## src/hw/rtl/usrh_pkg.sv

```systemverilog
// shared types, codes and helpers for the usb standard request handler
`default_nettype none
package usrh_pkg;

  localparam int MaxStringsDefault = 8;

  localparam int CfgDataWidth = 64;
  localparam int CfgAddrWidth = 6;

  typedef enum logic [1:0] {
    ST_UNKNOWN = 2'd0,
    ST_HANDLED = 2'd1,
    ST_STALL   = 2'd2
  } status_t;

  typedef enum logic [2:0] {
    SRC_NONE      = 3'd0,
    SRC_INLINE    = 3'd1,
    SRC_DEVICE    = 3'd2,
    SRC_CONFIG    = 3'd3,
    SRC_STRING    = 3'd4,
    SRC_QUALIFIER = 3'd5
  } source_t;

  typedef enum logic [1:0] {
    DEV_DEFAULT    = 2'd0,
    DEV_ADDRESSED  = 2'd1,
    DEV_CONFIGURED = 2'd2
  } dev_state_t;

  typedef enum logic [1:0] {
    EV_NONE         = 2'd0,
    EV_CONFIGURED   = 2'd1,
    EV_DECONFIGURED = 2'd2
  } event_t;

  localparam logic [7:0] RQ_GET_STATUS        = 8'd0;
  localparam logic [7:0] RQ_CLEAR_FEATURE     = 8'd1;
  localparam logic [7:0] RQ_SET_FEATURE       = 8'd3;
  localparam logic [7:0] RQ_GET_DESCRIPTOR    = 8'd6;
  localparam logic [7:0] RQ_GET_CONFIGURATION = 8'd8;
  localparam logic [7:0] RQ_SET_CONFIG        = 8'd9;
  localparam logic [7:0] RQ_GET_INTERFACE     = 8'd10;
  localparam logic [7:0] RQ_SET_INTERFACE     = 8'd11;

  localparam logic [7:0] DT_DEVICE    = 8'd1;
  localparam logic [7:0] DT_CONFIG    = 8'd2;
  localparam logic [7:0] DT_STRING    = 8'd3;
  localparam logic [7:0] DT_QUALIFIER = 8'd6;

  localparam logic [15:0] LEN_DEVICE    = 16'd18;
  localparam logic [15:0] LEN_CONFIG    = 16'd9;
  localparam logic [15:0] LEN_QUALIFIER = 16'd10;

  localparam logic [4:0] RCPT_INTERFACE = 5'd1;

  // configuration register indexes
  localparam logic [2:0] REG_CFG_NUMBER   = 3'd0;
  localparam logic [2:0] REG_CFG_COUNT    = 3'd1;
  localparam logic [2:0] REG_STR_COUNT    = 3'd2;
  localparam logic [2:0] REG_INTF_NUMBER  = 3'd3;
  localparam logic [2:0] REG_ALT_SETTING  = 3'd4;
  localparam logic [2:0] REG_TOTAL_LENGTH = 3'd5;
  localparam logic [2:0] REG_STR_LENGTHS  = 3'd6;

  typedef struct packed {
    logic [7:0]  configuration_number;
    logic [7:0]  configuration_count;
    logic [3:0]  string_count;
    logic [7:0]  interface_number;
    logic [7:0]  alternate_setting_value;
    logic [15:0] configuration_total_length;
    logic [63:0] string_lengths;
  } cfg_regs_t;

  typedef struct packed {
    logic [7:0]  request_type;
    logic [7:0]  request_code;
    logic [15:0] value_word;
    logic [15:0] index_word;
    logic [15:0] request_length;
  } setup_t;

  typedef struct packed {
    status_t     status;
    source_t     reply_source;
    logic [7:0]  source_index;
    logic [15:0] transfer_length;
    logic [15:0] reply_data;
    logic [15:0] continuation_length;
    event_t      state_event;
    dev_state_t  previous_state;
  } result_t;

  function automatic logic [15:0] min16(input logic [15:0] a, input logic [15:0] b);
    return (a < b) ? a : b;
  endfunction

endpackage
`default_nettype wire

```

## src/hw/rtl/usrh_setup_if.sv

```systemverilog
// setup packet channel
`default_nettype none
interface usrh_setup_if;
  logic        valid;
  logic        ready;
  logic [7:0]  request_type;
  logic [7:0]  request_code;
  logic [15:0] value_word;
  logic [15:0] index_word;
  logic [15:0] request_length;

  modport source (
    output valid, request_type, request_code, value_word, index_word, request_length,
    input  ready
  );
  modport sink (
    input  valid, request_type, request_code, value_word, index_word, request_length,
    output ready
  );
endinterface
`default_nettype wire

```

## src/hw/rtl/usrh_result_if.sv

```systemverilog
// request result channel
`default_nettype none
interface usrh_result_if;
  logic        valid;
  logic        ready;
  logic [1:0]  status;
  logic [2:0]  reply_source;
  logic [7:0]  source_index;
  logic [15:0] transfer_length;
  logic [15:0] reply_data;
  logic [15:0] continuation_length;
  logic [1:0]  state_event;
  logic [1:0]  previous_state;

  modport source (
    output valid, status, reply_source, source_index, transfer_length, reply_data,
           continuation_length, state_event, previous_state,
    input  ready
  );
  modport sink (
    input  valid, status, reply_source, source_index, transfer_length, reply_data,
           continuation_length, state_event, previous_state,
    output ready
  );
endinterface
`default_nettype wire

```

## src/hw/rtl/usrh_cfg_regs.sv

```systemverilog
// apb configuration registers
`default_nettype none
module usrh_cfg_regs (
  input  wire logic                            clk,
  input  wire logic                            rst_n,
  input  wire logic                            psel,
  input  wire logic                            penable,
  input  wire logic                            pwrite,
  input  wire logic [usrh_pkg::CfgAddrWidth-1:0] paddr,
  input  wire logic [usrh_pkg::CfgDataWidth-1:0] pwdata,
  output logic      [usrh_pkg::CfgDataWidth-1:0] prdata,
  output logic                                 pready,
  output usrh_pkg::cfg_regs_t                  cfg
);

  usrh_pkg::cfg_regs_t cfg_r;
  usrh_pkg::cfg_regs_t cfg_nxt;
  logic [2:0]          reg_sel;
  logic                wr_en;

  assign pready  = 1'b1;
  assign reg_sel = paddr[5:3];
  assign wr_en   = psel && penable && pwrite;
  assign cfg     = cfg_r;

  always_comb begin
    cfg_nxt = cfg_r;
    if (wr_en) begin
      case (reg_sel)
        usrh_pkg::REG_CFG_NUMBER:   cfg_nxt.configuration_number = pwdata[7:0];
        usrh_pkg::REG_CFG_COUNT:    cfg_nxt.configuration_count = pwdata[7:0];
        usrh_pkg::REG_STR_COUNT:    cfg_nxt.string_count = pwdata[3:0];
        usrh_pkg::REG_INTF_NUMBER:  cfg_nxt.interface_number = pwdata[7:0];
        usrh_pkg::REG_ALT_SETTING:  cfg_nxt.alternate_setting_value = pwdata[7:0];
        usrh_pkg::REG_TOTAL_LENGTH: cfg_nxt.configuration_total_length = pwdata[15:0];
        usrh_pkg::REG_STR_LENGTHS:  cfg_nxt.string_lengths = pwdata;
        default: ;
      endcase
    end
  end

  always_ff @(posedge clk) begin
    if (!rst_n) begin
      cfg_r.configuration_number       <= 8'd1;
      cfg_r.configuration_count        <= 8'd1;
      cfg_r.string_count               <= 4'd0;
      cfg_r.interface_number           <= 8'd0;
      cfg_r.alternate_setting_value    <= 8'd0;
      cfg_r.configuration_total_length <= 16'd9;
      cfg_r.string_lengths             <= 64'd0;
    end else begin
      cfg_r <= cfg_nxt;
    end
  end

  always_comb begin
    case (reg_sel)
      usrh_pkg::REG_CFG_NUMBER:   prdata = {56'd0, cfg_r.configuration_number};
      usrh_pkg::REG_CFG_COUNT:    prdata = {56'd0, cfg_r.configuration_count};
      usrh_pkg::REG_STR_COUNT:    prdata = {60'd0, cfg_r.string_count};
      usrh_pkg::REG_INTF_NUMBER:  prdata = {56'd0, cfg_r.interface_number};
      usrh_pkg::REG_ALT_SETTING:  prdata = {56'd0, cfg_r.alternate_setting_value};
      usrh_pkg::REG_TOTAL_LENGTH: prdata = {48'd0, cfg_r.configuration_total_length};
      usrh_pkg::REG_STR_LENGTHS:  prdata = cfg_r.string_lengths;
      default:                    prdata = '0;
    endcase
  end

endmodule
`default_nettype wire

```

## src/hw/rtl/usrh_decode.sv

```systemverilog
// combinational decode of one setup packet against the current device state
`default_nettype none
module usrh_decode #(
  parameter int MAX_STRINGS = usrh_pkg::MaxStringsDefault
) (
  input  usrh_pkg::setup_t     setup,
  input  usrh_pkg::cfg_regs_t  cfg,
  input  usrh_pkg::dev_state_t dev_state,
  output usrh_pkg::result_t    res,
  output logic                 state_wr,
  output usrh_pkg::dev_state_t state_nxt
);

  localparam logic [7:0] MaxStr = 8'(MAX_STRINGS);

  logic [7:0]  vlo;
  logic [7:0]  vhi;
  logic [7:0]  ilo;
  logic [15:0] wlen;
  logic        dir_in;
  logic        to_intf;
  logic        configured;
  logic [15:0] total;
  logic [15:0] cfg_tlen;
  logic [7:0]  slen;
  logic        str_ok;

  assign vlo        = setup.value_word[7:0];
  assign vhi        = setup.value_word[15:8];
  assign ilo        = setup.index_word[7:0];
  assign wlen       = setup.request_length;
  assign dir_in     = setup.request_type[7];
  assign to_intf    = setup.request_type[4:0] == usrh_pkg::RCPT_INTERFACE;
  assign configured = dev_state == usrh_pkg::DEV_CONFIGURED;

  // short totals are read as a bare configuration header
  assign total    = (cfg.configuration_total_length < usrh_pkg::LEN_CONFIG) ?
                    usrh_pkg::LEN_CONFIG : cfg.configuration_total_length;
  assign cfg_tlen = usrh_pkg::min16(wlen, total);
  assign slen     = cfg.string_lengths[{vlo[2:0], 3'b000} +: 8];
  assign str_ok   = (vlo < {4'd0, cfg.string_count}) && (vlo < MaxStr) && (vlo < 8'd8);

  always_comb begin
    res                     = '0;
    res.status              = usrh_pkg::ST_UNKNOWN;
    res.reply_source        = usrh_pkg::SRC_NONE;
    res.state_event         = usrh_pkg::EV_NONE;
    res.previous_state      = dev_state;
    state_wr                = 1'b0;
    state_nxt               = dev_state;
    case (setup.request_code)
      usrh_pkg::RQ_CLEAR_FEATURE, usrh_pkg::RQ_SET_FEATURE: begin
        if (to_intf) begin
          res.status = (wlen == 16'd0 && configured && vlo == 8'd0 &&
                        ilo == cfg.interface_number) ?
                       usrh_pkg::ST_HANDLED : usrh_pkg::ST_STALL;
        end
      end
      usrh_pkg::RQ_GET_CONFIGURATION: begin
        if (wlen == 16'd1 && dir_in) begin
          res.status          = usrh_pkg::ST_HANDLED;
          res.reply_source    = usrh_pkg::SRC_INLINE;
          res.transfer_length = 16'd1;
          res.reply_data      = configured ? {8'd0, cfg.configuration_number} : 16'd0;
        end else begin
          res.status = usrh_pkg::ST_STALL;
        end
      end
      usrh_pkg::RQ_GET_DESCRIPTOR: begin
        if (wlen == 16'd0 || !dir_in) begin
          res.status = usrh_pkg::ST_STALL;
        end else if (vhi == usrh_pkg::DT_DEVICE) begin
          res.status          = usrh_pkg::ST_HANDLED;
          res.reply_source    = usrh_pkg::SRC_DEVICE;
          res.transfer_length = usrh_pkg::min16(wlen, usrh_pkg::LEN_DEVICE);
        end else if (vhi == usrh_pkg::DT_CONFIG) begin
          if (vlo >= cfg.configuration_count) begin
            res.status = usrh_pkg::ST_STALL;
          end else begin
            res.status              = usrh_pkg::ST_HANDLED;
            res.reply_source        = usrh_pkg::SRC_CONFIG;
            res.source_index        = vlo;
            res.transfer_length     = cfg_tlen;
            res.continuation_length = (cfg_tlen > usrh_pkg::LEN_CONFIG) ?
                                      cfg_tlen - usrh_pkg::LEN_CONFIG : 16'd0;
          end
        end else if (vhi == usrh_pkg::DT_STRING) begin
          if (!str_ok) begin
            res.status = usrh_pkg::ST_STALL;
          end else begin
            res.status          = usrh_pkg::ST_HANDLED;
            res.reply_source    = usrh_pkg::SRC_STRING;
            res.source_index    = vlo;
            res.transfer_length = usrh_pkg::min16(wlen, {8'd0, slen});
          end
        end else if (vhi == usrh_pkg::DT_QUALIFIER) begin
          res.status          = usrh_pkg::ST_HANDLED;
          res.reply_source    = usrh_pkg::SRC_QUALIFIER;
          res.transfer_length = usrh_pkg::min16(wlen, usrh_pkg::LEN_QUALIFIER);
        end else begin
          res.status = usrh_pkg::ST_STALL;
        end
      end
      usrh_pkg::RQ_GET_INTERFACE: begin
        if (wlen != 16'd1 || !dir_in || !configured ||
            setup.index_word != {8'd0, cfg.interface_number}) begin
          res.status = usrh_pkg::ST_STALL;
        end else begin
          res.status          = usrh_pkg::ST_HANDLED;
          res.reply_source    = usrh_pkg::SRC_INLINE;
          res.transfer_length = 16'd1;
          res.reply_data      = {8'd0, cfg.alternate_setting_value};
        end
      end
      usrh_pkg::RQ_GET_STATUS: begin
        if (to_intf) begin
          if (wlen == 16'd2 && dir_in && configured && ilo == cfg.interface_number) begin
            res.status          = usrh_pkg::ST_HANDLED;
            res.reply_source    = usrh_pkg::SRC_INLINE;
            res.transfer_length = 16'd2;
          end else begin
            res.status = usrh_pkg::ST_STALL;
          end
        end
      end
      usrh_pkg::RQ_SET_CONFIG: begin
        // zero deconfigures even when it equals the configuration id
        if (vlo == 8'd0) begin
          res.status      = usrh_pkg::ST_HANDLED;
          res.state_event = usrh_pkg::EV_DECONFIGURED;
          state_wr        = 1'b1;
          state_nxt       = usrh_pkg::DEV_ADDRESSED;
        end else if (vlo == cfg.configuration_number) begin
          res.status      = usrh_pkg::ST_HANDLED;
          res.state_event = usrh_pkg::EV_CONFIGURED;
          state_wr        = 1'b1;
          state_nxt       = usrh_pkg::DEV_CONFIGURED;
        end else begin
          res.status = usrh_pkg::ST_STALL;
        end
      end
      usrh_pkg::RQ_SET_INTERFACE: begin
        res.status = usrh_pkg::ST_HANDLED;
      end
      default: ;
    endcase
  end

endmodule
`default_nettype wire

```

## src/hw/rtl/usb_standard_request_handler.sv

```systemverilog
// Standard device request handler: decodes one USB setup packet per transfer on the
// input channel and returns one result per packet, in order. A packet is captured in
// an input register, decoded combinationally against the device state and configuration
// registers, and lands in a result register, so the block sustains one packet per clock
// while the output side is not stalled, and each result is offered from that register.
// The device state (default, addressed, configured) starts at default after reset and is
// changed only by the set-config request. Configuration registers sit on a 64-bit APB
// port at byte address 8*index and should be written only while no packet is in flight;
// pready is always high.
`default_nettype none
module usb_standard_request_handler #(
  parameter int MAX_STRINGS = usrh_pkg::MaxStringsDefault
) (
  input  wire logic                              clk,
  input  wire logic                              rst_n,
  usrh_setup_if.sink                             in_if,
  usrh_result_if.source                          out_if,
  input  wire logic                              psel,
  input  wire logic                              penable,
  input  wire logic                              pwrite,
  input  wire logic [usrh_pkg::CfgAddrWidth-1:0] paddr,
  input  wire logic [usrh_pkg::CfgDataWidth-1:0] pwdata,
  output logic      [usrh_pkg::CfgDataWidth-1:0] prdata,
  output logic                                   pready
);

  usrh_pkg::cfg_regs_t  cfg;
  usrh_pkg::setup_t     setup_r;
  logic                 setup_vld_r;
  usrh_pkg::result_t    res_r;
  usrh_pkg::result_t    res_nxt;
  logic                 res_vld_r;
  usrh_pkg::dev_state_t dev_state_r;
  usrh_pkg::dev_state_t dev_state_nxt;
  logic                 state_wr;
  logic                 res_free;
  logic                 advance;
  logic                 in_take;

  usrh_cfg_regs u_cfg (
    .clk     (clk),
    .rst_n   (rst_n),
    .psel    (psel),
    .penable (penable),
    .pwrite  (pwrite),
    .paddr   (paddr),
    .pwdata  (pwdata),
    .prdata  (prdata),
    .pready  (pready),
    .cfg     (cfg)
  );

  usrh_decode #(
    .MAX_STRINGS (MAX_STRINGS)
  ) u_decode (
    .setup     (setup_r),
    .cfg       (cfg),
    .dev_state (dev_state_r),
    .res       (res_nxt),
    .state_wr  (state_wr),
    .state_nxt (dev_state_nxt)
  );

  assign res_free    = !res_vld_r || out_if.ready;
  assign advance     = setup_vld_r && res_free;
  assign in_if.ready = !setup_vld_r || res_free;
  assign in_take     = in_if.valid && in_if.ready;

  always_ff @(posedge clk) begin
    if (!rst_n) begin
      setup_vld_r <= 1'b0;
      res_vld_r   <= 1'b0;
      dev_state_r <= usrh_pkg::DEV_DEFAULT;
    end else begin
      if (in_take) begin
        setup_vld_r <= 1'b1;
      end else if (advance) begin
        setup_vld_r <= 1'b0;
      end
      if (advance) begin
        res_vld_r <= 1'b1;
      end else if (out_if.ready) begin
        res_vld_r <= 1'b0;
      end
      // state moves when the packet that changes it goes to the result register
      if (advance && state_wr) begin
        dev_state_r <= dev_state_nxt;
      end
    end
  end

  always_ff @(posedge clk) begin
    if (in_take) begin
      setup_r.request_type   <= in_if.request_type;
      setup_r.request_code   <= in_if.request_code;
      setup_r.value_word     <= in_if.value_word;
      setup_r.index_word     <= in_if.index_word;
      setup_r.request_length <= in_if.request_length;
    end
    if (advance) begin
      res_r <= res_nxt;
    end
  end

  assign out_if.valid               = res_vld_r;
  assign out_if.status              = res_r.status;
  assign out_if.reply_source        = res_r.reply_source;
  assign out_if.source_index        = res_r.source_index;
  assign out_if.transfer_length     = res_r.transfer_length;
  assign out_if.reply_data          = res_r.reply_data;
  assign out_if.continuation_length = res_r.continuation_length;
  assign out_if.state_event         = res_r.state_event;
  assign out_if.previous_state      = res_r.previous_state;

endmodule
`default_nettype wire

```

## src/flat_wrapper.sv

```systemverilog
// flat-port wrapper written by rule: the top's interface ports become plain ports
module usb_standard_request_handler_flat 
#(
  parameter int MAX_STRINGS = usrh_pkg::MaxStringsDefault
)
  (clk, rst_n, psel, penable, pwrite, paddr, pwdata, prdata, pready, in_if_valid, in_if_request_type, in_if_request_code, in_if_value_word, in_if_index_word, in_if_request_length, in_if_ready, out_if_valid, out_if_status, out_if_reply_source, out_if_source_index, out_if_transfer_length, out_if_reply_data, out_if_continuation_length, out_if_state_event, out_if_previous_state, out_if_ready);
  usrh_setup_if in_if_i ();
  usrh_result_if out_if_i ();
  input  wire logic clk;
  input  wire logic rst_n;
  input  wire logic psel;
  input  wire logic penable;
  input  wire logic pwrite;
  input  wire logic [usrh_pkg::CfgAddrWidth-1:0] paddr;
  input  wire logic [usrh_pkg::CfgDataWidth-1:0] pwdata;
  output logic      [usrh_pkg::CfgDataWidth-1:0] prdata;
  output logic pready;
  input wire logic [$bits(in_if_i.valid)-1:0] in_if_valid;
  input wire logic [$bits(in_if_i.request_type)-1:0] in_if_request_type;
  input wire logic [$bits(in_if_i.request_code)-1:0] in_if_request_code;
  input wire logic [$bits(in_if_i.value_word)-1:0] in_if_value_word;
  input wire logic [$bits(in_if_i.index_word)-1:0] in_if_index_word;
  input wire logic [$bits(in_if_i.request_length)-1:0] in_if_request_length;
  output wire logic [$bits(in_if_i.ready)-1:0] in_if_ready;
  output wire logic [$bits(out_if_i.valid)-1:0] out_if_valid;
  output wire logic [$bits(out_if_i.status)-1:0] out_if_status;
  output wire logic [$bits(out_if_i.reply_source)-1:0] out_if_reply_source;
  output wire logic [$bits(out_if_i.source_index)-1:0] out_if_source_index;
  output wire logic [$bits(out_if_i.transfer_length)-1:0] out_if_transfer_length;
  output wire logic [$bits(out_if_i.reply_data)-1:0] out_if_reply_data;
  output wire logic [$bits(out_if_i.continuation_length)-1:0] out_if_continuation_length;
  output wire logic [$bits(out_if_i.state_event)-1:0] out_if_state_event;
  output wire logic [$bits(out_if_i.previous_state)-1:0] out_if_previous_state;
  input wire logic [$bits(out_if_i.ready)-1:0] out_if_ready;
  assign in_if_i.valid = in_if_valid;
  assign in_if_i.request_type = in_if_request_type;
  assign in_if_i.request_code = in_if_request_code;
  assign in_if_i.value_word = in_if_value_word;
  assign in_if_i.index_word = in_if_index_word;
  assign in_if_i.request_length = in_if_request_length;
  assign in_if_ready = in_if_i.ready;
  assign out_if_valid = out_if_i.valid;
  assign out_if_status = out_if_i.status;
  assign out_if_reply_source = out_if_i.reply_source;
  assign out_if_source_index = out_if_i.source_index;
  assign out_if_transfer_length = out_if_i.transfer_length;
  assign out_if_reply_data = out_if_i.reply_data;
  assign out_if_continuation_length = out_if_i.continuation_length;
  assign out_if_state_event = out_if_i.state_event;
  assign out_if_previous_state = out_if_i.previous_state;
  assign out_if_i.ready = out_if_ready;
  usb_standard_request_handler #(.MAX_STRINGS(MAX_STRINGS)) u_core (.clk(clk), .rst_n(rst_n), .in_if(in_if_i), .out_if(out_if_i), .psel(psel), .penable(penable), .pwrite(pwrite), .paddr(paddr), .pwdata(pwdata), .prdata(prdata), .pready(pready));
endmodule
```

## config.mk

```make
export PLATFORM = sky130hd
export DESIGN_NAME = usb_standard_request_handler_flat
export DESIGN_NICKNAME = d
export VERILOG_FILES = /design/src/hw/rtl/usrh_pkg.sv /design/src/hw/rtl/usrh_setup_if.sv /design/src/hw/rtl/usrh_result_if.sv /design/src/hw/rtl/usrh_cfg_regs.sv /design/src/hw/rtl/usrh_decode.sv /design/src/hw/rtl/usb_standard_request_handler.sv /design/src/flat_wrapper.sv
export SDC_FILE = /design/constraint.sdc
export NUM_CORES = 1
export LEC_CHECK = 0
export ABC_AREA = 0
export CAP_MARGIN = 10
export CORE_MARGIN = 1
export CORE_UTILIZATION = 40
export DETAILED_ROUTE_END_ITERATION = 10
export DONT_BUFFER_PORTS = 1
export GPL_ROUTABILITY_DRIVEN = 1
export GPL_TIMING_DRIVEN = 0
export RECOVER_POWER = 50
export SLEW_MARGIN = 20
export SYNTH_ARGS = -nofsm -noshare
export SYNTH_HDL_FRONTEND = slang
export SYNTH_SLANG_ARGS = --single-unit
export TNS_END_PERCENT = 50
```

## constraint.sdc

```tcl
create_clock -name clk -period 7.1 [get_ports clk]
set_input_delay 1.065 -clock clk [delete_from_list [all_inputs] [get_ports clk]]
set_output_delay 1.065 -clock clk [all_outputs]
set_load 0.01 [all_outputs]
```

==> run summary, run 1 <==
The flow ran to the end, but the final reports show violations. The checks that failed: max-capacitance violations, max-slew violations. The setup total negative slack is 0 ns. The tools report the hold violation count in the final report as 0. Registers are responsible for 49.3% of the overall power. The analysis attributes to net switching a power of 738 uW. The shortest period the worst path allows is 5.04 ns, and the global-route usage over all layers is 24.0%. The number of enable-type register cells in the synthesized netlist works out to 119. Max-cap violations in this run came to 2. The via count of the first global-routing pass is 9015.

In the synthesized netlist the dominant register cell turns out to be dfxtp_1. The maximum VDD drop is 0.000150 V, and the final clock period utilization by the worst path is 71.0%. The number of levels the H-tree was split into came out at 1. The tools report the number of warnings printed during yosys synthesis as 0. Derived from the worst setup path, the maximum achievable clock frequency is 198 MHz. The layout-stage area growth over the synthesis result came out at 11.3%. In the detailed route, the total length drawn on met3 is 2.71 mm. The clock network burns 44.0% of the power. The cell repeated most along the worst path is o31ai_1. The estimated wirelength of the detail-placed design was 29.5 mm; the number of cell instances on the worst register-to-register path was 16. The clock transition at the registers of the reported paths works out to 0.06 ns. For the setup fix buffers added after clock tree synthesis, the log shows 0. The die width is 178 um, and the transition time at the pin with the least slew margin is 2.73 ns. After clock tree synthesis, the repair step resized 0 gates. Registers take 0.00598 mm^2.

Entering global routing, the biggest net connects 59 pins. The wire length on met2 is 17.8 mm, and the overall routed net length is 38.4 mm. After clock tree synthesis, the flow added hold-fix buffers numbering 0. Of all cell types, the one taking the most synthesized area is edfxtp_1. TritonCTS created 27 clock buffers.

In the synthesized netlist, the number of instances is 1223. For this design the static power due to leakage is 0.00465 uW. The slowest stage of the critical path belongs to the cell o31ai_1. The port buffer count came out at 0. The count of inserted antenna diode cells was 0; the share of the core filled with cells was 45.8%.

The critical path goes through nor4_4 -> nand4_4 -> nor2b_1 -> ha_1 -> a21oi_1 -> nor2_1 -> o31ai_1 -> nand3_4 -> a31oi_1 -> inv_1 -> ha_1 -> o31ai_1 -> nor2_1 -> o31ai_1 -> mux2i_1 -> a211oi_2. For this design, the sink count on the clock tree is 239. The congestion estimate from routability-driven global placement came to 0.917.

The via count is 9400. The detailed router finished its first iteration with 723 violations. The mean number of vias per cell works out to 5.63. Final setup violation count: 0. The initial antenna violation count came out at 0. The first TritonRoute pass finished after 5 iterations. After detailed routing, the number of remaining DRC violations is 0. The run gives 0 as the post-detailed-route count of antenna-violating nets.

Setup repair after global routing left no endpoint under its margin. The number of pins with negative max-slew slack in the final report was 104; the per-cell routed wire length was 23.0 um. The run gives 0 as the total congestion overflow after global routing.

The multi-input logic area was 0.00589 mm^2; the number of unique standard cell types used by synthesis was 74. The final-layout fill cell count was 2840. The floorplan step set the die height to 178 um. The share of the synthesized area in the top cell type was 28.9%; the worst slew margin relative to its limit was -82.3%. Net switching is 23.7% of the power. Power spread over the standard cell area amounts to 226 mW/mm^2. The tools report the number of placed I/O pins as 273. The required time of the worst setup path was 7.36 ns; the async set-reset flop share out of synthesis was 0%. STA classifies the critical path endpoint as a flop. Clock tree synthesis selected as its root buffer the cell clkbuf_16. A synthesized cell averages 10.1 um^2. The tools report the post-synthesis cell area as 0.0124 mm^2. Largest buffer count on any clock path: 3.

Data on the critical path arrives at its endpoint at 5.30 ns. The effective utilization at floorplan was 41.1%; the top fanout value on the critical path was 9. The floorplan has 63 rows. The logs give 56.7 mm for the global-route wire length before repair and 1436 for the final net count. The critical path class is flop to flop. The fraction of layout instances using a drive strength above 1 was 8.67%. The post-layout instance area is 0.0137 mm^2, and the part of the power in combinational logic is 6.7%. In this run, synthesis produced a sequential element count of 239. For this block, wires on met1 add up to 16.7 mm. Counting instances, the worst hold path has a depth of 0. Post-synthesis sequential area ratio: 48.4%. Clock latency at the later pin of the worst-skew pair: 0.54 ns.

The area of the die is 0.0316 mm^2, and the highest cell delay on the worst timing path is 0.61 ns. The worst setup path is launched from a flop. On the final layout, the worst clock skew is 0.0104 ns. By area the synthesized netlist is led by edfxtp_1, dfxtp_1, nand2_1, a21boi_0, mux2i_1. After detailed placement, the total cell area comes to 0.0129 mm^2.

Class of the most critical hold timing path: flop to flop. TritonCTS built the clock tree. After floorplanning, the core was sized to cover 0.0300 mm^2. The tools report the internal power component as 2370 uW. The highest metal layer used by the detailed router is met4.
area by class of cell:
class | count | area share (%)
Clock buffer | 33 | 5.31
Tap cell | 390 | 3.55
Multi-Input combinational cell | 867 | 42.8
Timing Repair Buffer | 1 | 0.0273
Sequential cell | 239 | 43.5
Clock inverter | 17 | 1.03
Buffer | 88 | 2.79
Inverter | 36 | 0.992
cells in the final DEF, fill, tap and decap left out, types with 14 or more instances in the layout:
| master | synthesis | routed |
|---|---|---|
| and3_1 | 51 | 51 |
| edfxtp_1 | 119 | 119 |
| a21boi_0 | 89 | 89 |
| clkbuf_16 | 0 | 28 |
| inv_1 | 36 | 35 |
| a22oi_1 | 16 | 16 |
| dfxtp_1 | 120 | 120 |
| nor2_1 | 48 | 48 |
| mux2i_1 | 54 | 54 |
| clkbuf_1 | 67 | 72 |
| ha_1 | 35 | 35 |
| nor2b_1 | 44 | 44 |
| nand3_1 | 24 | 24 |
| nand2_1 | 212 | 212 |
| nor3_1 | 15 | 15 |
| and2_1 | 15 | 14 |
| xnor2_1 | 21 | 21 |
| a21oi_1 | 34 | 34 |
| mux4_2 | 17 | 17 |
| o21ai_0 | 14 | 14 |
kinds of logic after synthesis:
kind of cell	synth area share, %
XOR/XNOR	1.70
other	0.0608
AND/OR/NAND/NOR	19.6
flip-flops	48.4
adder cells (fa/ha/maj)	3.54
buffers and inverters	4.20
multiplexers	8.75
AO/OA/AOI/OAI	13.7
cells in the mapped netlist (17+ instances only):
| library cell | instances |
|---|---|
| nor2_1 | 48 |
| ha_1 | 35 |
| xnor2_1 | 21 |
| a21oi_1 | 34 |
| nor2b_1 | 44 |
| and3_1 | 51 |
| nand2_1 | 212 |
| clkbuf_1 | 67 |
| nand3_1 | 24 |
| mux2i_1 | 54 |
| mux4_2 | 17 |
| dfxtp_1 | 120 |
| inv_1 | 36 |
| edfxtp_1 | 119 |
| a21boi_0 | 89 |
through the flow:
step	worst slack [ns]	total power, uW	hold slack [ns]	instances
2_1_floorplan	2.89	1700	0.415	1230
3_3_place_gp	2.11	1770	0.438	1620
3_5_place_dp	2.10	1770	0.444	1621
4_1_cts	2.08	3140	0.457	1671
5_1_grt	1.81	3210	0.474	1671
6_report	2.06	3110	0.466	1671
per-layer routing:
| metal | vias up | GRT usage, % |
|---|---|---|
| met5 | - | 0 |
| met4 | 0 | 7.44 |
| met3 | 75 | 5.31 |
| met2 | 371 | 39.0 |
| met1 | 4483 | 31.6 |
| li1 | 4471 | - |
power by group through the flow:
stage | combinational [uW] | sequential (uW) | clock (uW)
after floorplan | 153 | 1550 | 0
after global placement | 203 | 1560 | 0
after detailed placement | 208 | 1560 | 0
after CTS | 209 | 1530 | 1400
after global routing | 228 | 1540 | 1450
final | 208 | 1530 | 1370
worst paths after layout:
kind | startpoint | endpoint | slack [ns]
hold / removal | u_core.dev_state_r[0] | u_core.out_if.previous_state[0] | 0.47
hold reg to reg | u_core.dev_state_r[0] | u_core.out_if.previous_state[0] | 0.47
setup reg to reg | u_core.u_cfg.cfg[72] | u_core.out_if.continuation_length[10] | 2.06
setup / recovery | u_core.u_cfg.cfg[72] | u_core.out_if.continuation_length[10] | 2.06
worst max-delay path, delay by kind of cell, from the launching register on:
family | cells | cell delay, ns
muxes | 1 | 0.26
adders and majority gates | 2 | 0.61
buffers and inverters | 1 | 0.14
DFF | 1 | 0.42
and+or+nand+nor | 6 | 1.43
AOI/OAI and AO/OA | 6 | 1.89
sequential cells by signal, indices dropped and copies added (netlist names):
signal	flops
u_core.out_if.reply_source	3
u_core.setup_vld_r	1
u_core.out_if.state_event	2
u_core.out_if.valid	1
u_core.dev_state_r	2
u_core.out_if.reply_data	8
u_core.out_if.continuation_length	16
u_core.out_if.status	2
u_core.setup_r	62
u_core.out_if.source_index	8
u_core.u_cfg.cfg	116
u_core.out_if.previous_state	2
u_core.out_if.transfer_length	16
(Power assumes the default switching activity.)
==> run 2, diff against run 1 <==
- clock period: 7.1 -> 5 ns (I/O delays scaled with it)
==> run summary, run 2 (synthesized netlist as in run 1, its figures left out) <==
The flow ran to the end, but the final reports show violations. The final reports fail on max-capacitance violations, max-slew violations. The required time of the worst setup path is 5.32 ns (-2.04 ns). The shortest period the worst path allows is 4.68 ns (-0.361 ns). Traced cell by cell, the critical path runs through buf_1 -> buf_2 -> mux4_2 -> mux2i_1 -> ha_1 -> and4_1 -> a211oi_1 -> o311a_1 -> clkbuf_1 -> nand2_1 -> o21ai_0 -> a21oi_1 -> o32ai_1. STA classifies the critical path endpoint as a flop. Die width: 178 um (unchanged). The top cell types in the final layout, fill and taps aside, are nand2_1, dfxtp_1, edfxtp_1. The post-route DRC violation count was 0 (unchanged); the highest cell delay on the worst timing path was 0.61 ns (about the same). The worst setup slack after layout was 0.318 ns (-1.74 ns); the estimated wirelength of the detail-placed design was 29.5 mm (unchanged). Among all stages on the critical path, the largest delay is contributed by buf_1. The run gives 9023 (+0.089%) as the via count of the first global-routing pass. The buffers plus inverters on the worst setup path is 3 (+2). Leaving out fill and tap cells, the most frequent cell in the layout is nand2_1. The total clock buffers created by CTS is 27 (unchanged), and the mean number of vias per cell is 5.67 (+0.80%). The hold violation count in the final report was 0 (unchanged). For the worst slew margin relative to its limit, the log shows -81.1% (+1.2 points).

The number of flip-flops in the largest register was 116 (unchanged). The number of pins with negative max-slew slack in the final report was 104 (unchanged); the number of iterations in the first detailed-routing pass was 5 (unchanged). The leakage power came out at 0.00466 uW (about the same).

The run gives 0.54 ns (about the same) as the clock latency at the later pin of the worst-skew pair. For the maximum VDD drop, the log shows 0.000214 V (+43%). The most critical setup path has its startpoint at u_core.setup_r[32]. The run gives 0.0316 mm^2 (unchanged) as the area of the die. The transition time at the pin with the least slew margin is 2.72 ns (-0.0182 ns), and the total congestion overflow after global routing is 0 (unchanged). The logs give 5.00 ns (-0.30 ns) for the arrival time reported for the critical path endpoint and 239 (unchanged) for the total number of clock tree sinks. TritonCTS built the clock tree. The number of cell instances on the worst register-to-register path came out at 13 (-3).

The clock transition at the registers of the reported paths is 0.06 ns (about the same), and the setup total negative slack is 0 ns (unchanged). The tools report the clock tree root buffer cell as clkbuf_16. The worst register-to-register path ends at u_core.out_if.transfer_length[1]. Post-detailed-route count of antenna-violating nets: 0 (unchanged). The kind of cell adding the most delay to the critical path is buffers and inverters. Layout-stage area growth over the synthesis result: 11.4%. The logs give 56.7 mm (about the same) for the global-route wire length before repair and 1436 (unchanged) for the final net count. Final setup violation count: 0 (unchanged).

The tools report the count of inserted antenna diode cells as 0 (unchanged). The tools report the maximum frequency from static timing analysis as 214 MHz (+7.7%). The y dimension of the die works out to 178 um (unchanged).

Critical path class: flop to flop. Fraction of layout instances using a drive strength above 1: 8.90% (+0.23 points). The path class of the tightest hold or removal check is primary input to flop.

The run gives 1 (unchanged) as the number of levels the H-tree was split into. Following the worst setup path forward leads to its endpoint at u_core.out_if.transfer_length[1]. The tools report the area of the core as 0.0300 mm^2 (unchanged). Per-cell routed wire length: 23.0 um (+0.19%). The starting DRC count in detailed routing came out at 714 (-1.2%). The row count is 63 (unchanged). The number of cells on the critical path came out at 13 (-3). The initial antenna violation count was 0 (unchanged); the power per cell area was 321 mW/mm^2 (+42%). The placement-stage worst setup slack was 0.00341 ns (-2.10 ns); the final clock period utilization by the worst path was 93.6% (+23 points). Global-route usage over all layers: 24.0% (about the same).

The tools report the clock skew after layout as 0.0107 ns (+0.000276 ns). The logs give 0 (unchanged) for the setup fix buffers added after clock tree synthesis and 38.5 mm (+0.19%) for the overall routed net length. The final weighted congestion of routability-driven global placement is 0.917 (unchanged). Setup repair after global routing left no endpoint under its margin.

The tools report the effective utilization at floorplan as 41.1% (unchanged). The number of maximum-capacitance violations was 2 (unchanged); the top fanout value on the critical path was 10 (+1). Port buffer count: 0 (unchanged).

STA classifies the critical path startpoint as a flop. The final-layout fill cell count was 2838 (-0.070%). Pin count of the biggest net entering global routing: 59 (unchanged).

Via count: 9475 (+0.80%). The number of placed I/O pins was 273 (unchanged); the worst setup slack for register-to-register paths was 0.32 ns (-1.74 ns). Largest buffer count on any clock path: 3 (unchanged).

The startpoint of the worst-slack reg-to-reg timing path is u_core.setup_r[32].
## run 2: cell counts in the layout (fill, tap and decap cells not counted)
Identical to the previous run, type by type.
## run 2: layout make-up
class                   count  area [um^2]  area share, %
clock buffers              33          729           5.30
flip-flops and latches    239         5980           43.4
repair buffers              1         3.75         0.0273
plain buffers              88          385           2.80
multi-input cells         867         5910           42.9
clock inverters            17          141           1.03
inverters                  36          136          0.991
well taps                 390          488           3.54
## run 2: what timing repair did
item,CTS,global route
hold buffers,0,0
pin swaps,0,1
endpoints found under the hold margin,0,0
endpoints found under the setup margin,1,3
gates cloned,0,0
gates resized for setup,1,4
## run 2: through the flow
| stage | instances | hold WS [ns] | area (um^2) | utilization [%] | power [uW] |
|---|---|---|---|---|---|
| finish | 1671 | 0.302 | 13800 | 45.8 | 4420 |
| global route | 1671 | 0.283 | 13800 | 45.8 | 4560 |
| CTS | 1671 | 0.280 | 13800 | 45.9 | 4460 |
| detailed placement | 1621 | 0.444 | 12900 | 43.0 | 2510 |
| global placement | 1620 | 0.438 | 12900 | 42.9 | 2510 |
| floorplan | 1230 | 0.415 | 12400 | - | 2420 |
## run 2: how the worst min path moves through the flow
stage	from	endpoint	slack, ns	depth (start not counted)
finish	in_if_value_word[0]	u_core.setup_r[32]	0.30	0
global route	in_if_request_code[1]	u_core.setup_r[49]	0.28	0
CTS	in_if_index_word[1]	u_core.setup_r[17]	0.28	0
detailed placement	u_core.dev_state_r[0]	u_core.out_if.previous_state[0]	0.44	0
global placement	u_core.dev_state_r[0]	u_core.out_if.previous_state[0]	0.44	0
floorplan	u_core.dev_state_r[0]	u_core.out_if.previous_state[0]	0.42	0
## run 2: power by group
| part | leakage (uW) | switching (uW) | internal [uW] |
|---|---|---|---|
| Combinational | 0.00214 | 191 | 106 |
| Clock | 0.000427 | 804 | 1140 |
| Sequential | 0.00209 | 54.4 | 2120 |
## run 2: per-layer routing
metal  wire [um]  GRT usage (%)  part of all wire [%]
met5           0              0                     0
met4        1080           7.44                   2.8
met3        2890           5.31                   7.5
met2       17900           39.0                    47
met1       16500           31.6                    43
==> run 3, diff against run 2 <==
- CORE_UTILIZATION: 40 -> 52
- PLACE_DENSITY: default -> 0.67
==> run summary, run 3 (synthesized netlist as in run 1, its figures left out) <==
The fraction of layout instances using a drive strength above 1 is 9.31% (+0.41 points). The total clock buffers created by CTS was 26 (-3.7%). The setup fix buffers added after clock tree synthesis is 0 (unchanged).

The initial antenna violation count came out at 0 (unchanged). Total power draw: 4520 uW (+2.3%). The overall routed net length is 36.9 mm (-4.1%). For the final net count, the log shows 1434 (-0.14%). Class of the most critical hold timing path: primary input to flop. The global-route layer with the greatest usage was met2.

The cell count after placement came out at 1550 (-4.4%). Setup repair after global routing left no endpoint under its margin. The worst register-to-register path begins at u_core.u_cfg.cfg[64].

The number of buffers inserted for hold repair after clock tree synthesis was 0 (unchanged). The tools report the estimated wirelength of the detail-placed design as 28.3 mm (-4.1%). The required time of the worst setup path is 5.26 ns (-0.06 ns), and the net load switching power is 1030 uW (-1.7%). The setup total negative slack is 0 ns (unchanged). The logs give 2 (unchanged) for the number of maximum-capacitance violations and 0 (unchanged) for the post-route DRC violation count.

STA classifies the critical path startpoint as a flop. The part of the power in combinational logic is 6.5% (-0.2 points), and the power per cell area is 329 mW/mm^2 (+2.6%). Leaving out fill and tap cells, the most frequent cells in the layout are nand2_1, dfxtp_1, edfxtp_1. Via count: 9640 (+1.7%).

The share of total power consumed by net switching was 22.8% (-0.92 points); the area of the core was 0.0234 mm^2 (-22%). The final weighted congestion of routability-driven global placement was 0.935 (+2.0%). The mean number of vias per cell was 6.04 (+6.5%); the count of inserted antenna diode cells was 0 (unchanged).

The starting DRC count in detailed routing was 865 (+21%); the global-route usage over all layers was 30.1% (+6.1 points). The worst hold path startpoint is in_if_value_word[2]. The final reports fail on max-capacitance violations, max-slew violations. The clock transition at the registers of the reported paths is 0.06 ns (about the same), and the post-CTS resize count is 0 (-1). The final clock period utilization by the worst path is 94.0% (+0.40 points), and the met3 track demand over resource is 6.89% (+1.6 points). The run gives 55.1 mm (-2.9%) as the global-route wire length before repair.

Total congestion overflow after global routing: 0 (unchanged). The effective utilization at floorplan is 52.8% (+12 points). The critical path goes through o31ai_2 -> nand4_4 -> nor2b_1 -> ha_1 -> a21oi_1 -> nor2_1 -> o31ai_4 -> and3_1 -> buf_2 -> buf_4 -> a21oi_1 -> ha_1 -> o31ai_1 -> nor2_1 -> o31ai_1 -> mux2i_1 -> a211oi_2. Kind of cell adding the most delay to the critical path: compound AO/OA/AOI/OAI gates.

The arrival time reported for the critical path endpoint is 4.96 ns (-0.04 ns), and the y dimension of the die is 156 um (-12%). The buffers plus inverters on the worst setup path was 2 (-1); the highest cell delay on the worst timing path was 0.50 ns (-0.11 ns). Leaving out fill and tap cells, the most frequent cell in the layout is nand2_1. The internal power component was 3490 uW (+3.5%); the die width was 156 um (-12%). The number of iterations in the first detailed-routing pass was 5 (unchanged); the final-layout fill cell count was 2072 (-27%). Clock latency at the later pin of the worst-skew pair: 0.55 ns (about the same). The flip-flop and latch area was 0.00598 mm^2 (unchanged). Tracing the worst setup path back leads to its startpoint at u_core.u_cfg.cfg[64].

The flow ran to the end, but the final reports show violations. The number of levels the H-tree was split into is 1 (unchanged), and the final setup violation count is 0 (unchanged). Multi-input logic area: 0.00590 mm^2 (-0.11%). The post-detailed-route count of antenna-violating nets is 0 (unchanged).

The clock network fraction of total power is 45.3% (+1.3 points). The port buffer count came out at 0 (unchanged). Worst slew margin relative to its limit: -77.1% (+4.0 points). The maximum VDD drop came out at 0.000213 V (-0.35%).

For the largest buffer count on any clock path, the log shows 3 (unchanged). The layout-stage area growth over the synthesis result is 11.1%. For the number of pins with negative max-slew slack in the final report, the log shows 102 (-1.9%). TritonCTS built the clock tree.

The number of placed I/O pins is 273 (unchanged). The clock skew after layout is 0.0178 ns (+0.00714 ns). For the row count, the log shows 56 (-11%).

The met2 track demand over resource in global routing is 49.5% (+10 points). For the pin count of the biggest net entering global routing, the log shows 59 (unchanged). The maximum frequency from static timing analysis was 213 MHz (-0.43%); the per-cell routed wire length was 23.1 um (+0.39%). The run gives 239 (unchanged) as the total number of clock tree sinks. The via count of the first global-routing pass is 9100 (+0.85%).

The number of flip-flops in the largest register was 116 (unchanged). The tree is rooted in a clkbuf_16. The logs give 39.5% (+7.9 points) for the routing usage on met1 and 0.0244 mm^2 (-23%) for the area of the die.

The largest individual stage delay along the critical path comes from the cell o31ai_2. The shortest period the worst path allows was 4.70 ns (+0.0202 ns); the top fanout value on the critical path was 10 (unchanged). Post-layout instance count excluding filler cells: 1597 (-4.4%).

The run gives 48.2% (-1.1 points) as the proportion of power drawn by flip-flops and latches. The critical path is of the flop to flop type. The transition time at the pin with the least slew margin is 2.66 ns (-0.0604 ns), and the hold violation count in the final report is 0 (unchanged).

STA classifies the critical path endpoint as a flop. The leakage power came out at 0.00469 uW (+0.78%).
==> run 3: cell type report <==
class                           count  area share [%]
Sequential cell                   239            43.5
Multi-Input combinational cell    867            43.0
Clock inverter                     13            1.03
Inverter                           36           0.993
Tap cell                          319            2.91
Clock buffer                       35            5.75
Timing Repair Buffer                1          0.0273
Buffer                             87            2.78
==> run 3: power by group through the flow <==
stage | sequential (uW) | clock (uW) | combinational, uW
6_report | 2180 | 2050 | 294
5_1_grt | 2190 | 2150 | 320
4_1_cts | 2170 | 2070 | 295
3_5_place_dp | 2220 | 0 | 294
3_3_place_gp | 2220 | 0 | 284
2_1_floorplan | 2200 | 0 | 217
==> run 3: metrics by stage <==
step / hold WS [ns] / instance area, um^2 / utilization (%) / worst slack [ns]
after detailed placement: 0.438 / 12800 / 54.8 / 0.0443
final: 0.297 / 13700 / 58.7 / 0.298
after global placement: 0.427 / 12800 / 54.6 / 0.0938
after CTS: 0.291 / 13700 / 58.7 / 0.0117
after global routing: 0.290 / 13700 / 58.7 / 0.0954
after floorplan: 0.415 / 12400 / - / 0.789
==> run 3: worst paths after layout <==
| path | endpoint | slack, ns | cells past startpoint |
|---|---|---|---|
| worst max register to register | u_core.out_if.continuation_length[10] | 0.30 | 17 |
| worst min register to register | u_core.out_if.previous_state[0] | 0.45 | 0 |
| worst min-delay path | u_core.setup_r[34] | 0.30 | 0 |
| worst max-delay path | u_core.out_if.continuation_length[10] | 0.30 | 17 |
==> run 3: layer usage <==
layer / up-vias / wire length [um]
met5: - / 0
met4: 0 / 943
met3: 62 / 3350
met2: 484 / 17300
met1: 4635 / 15300
li1: 4459 / -
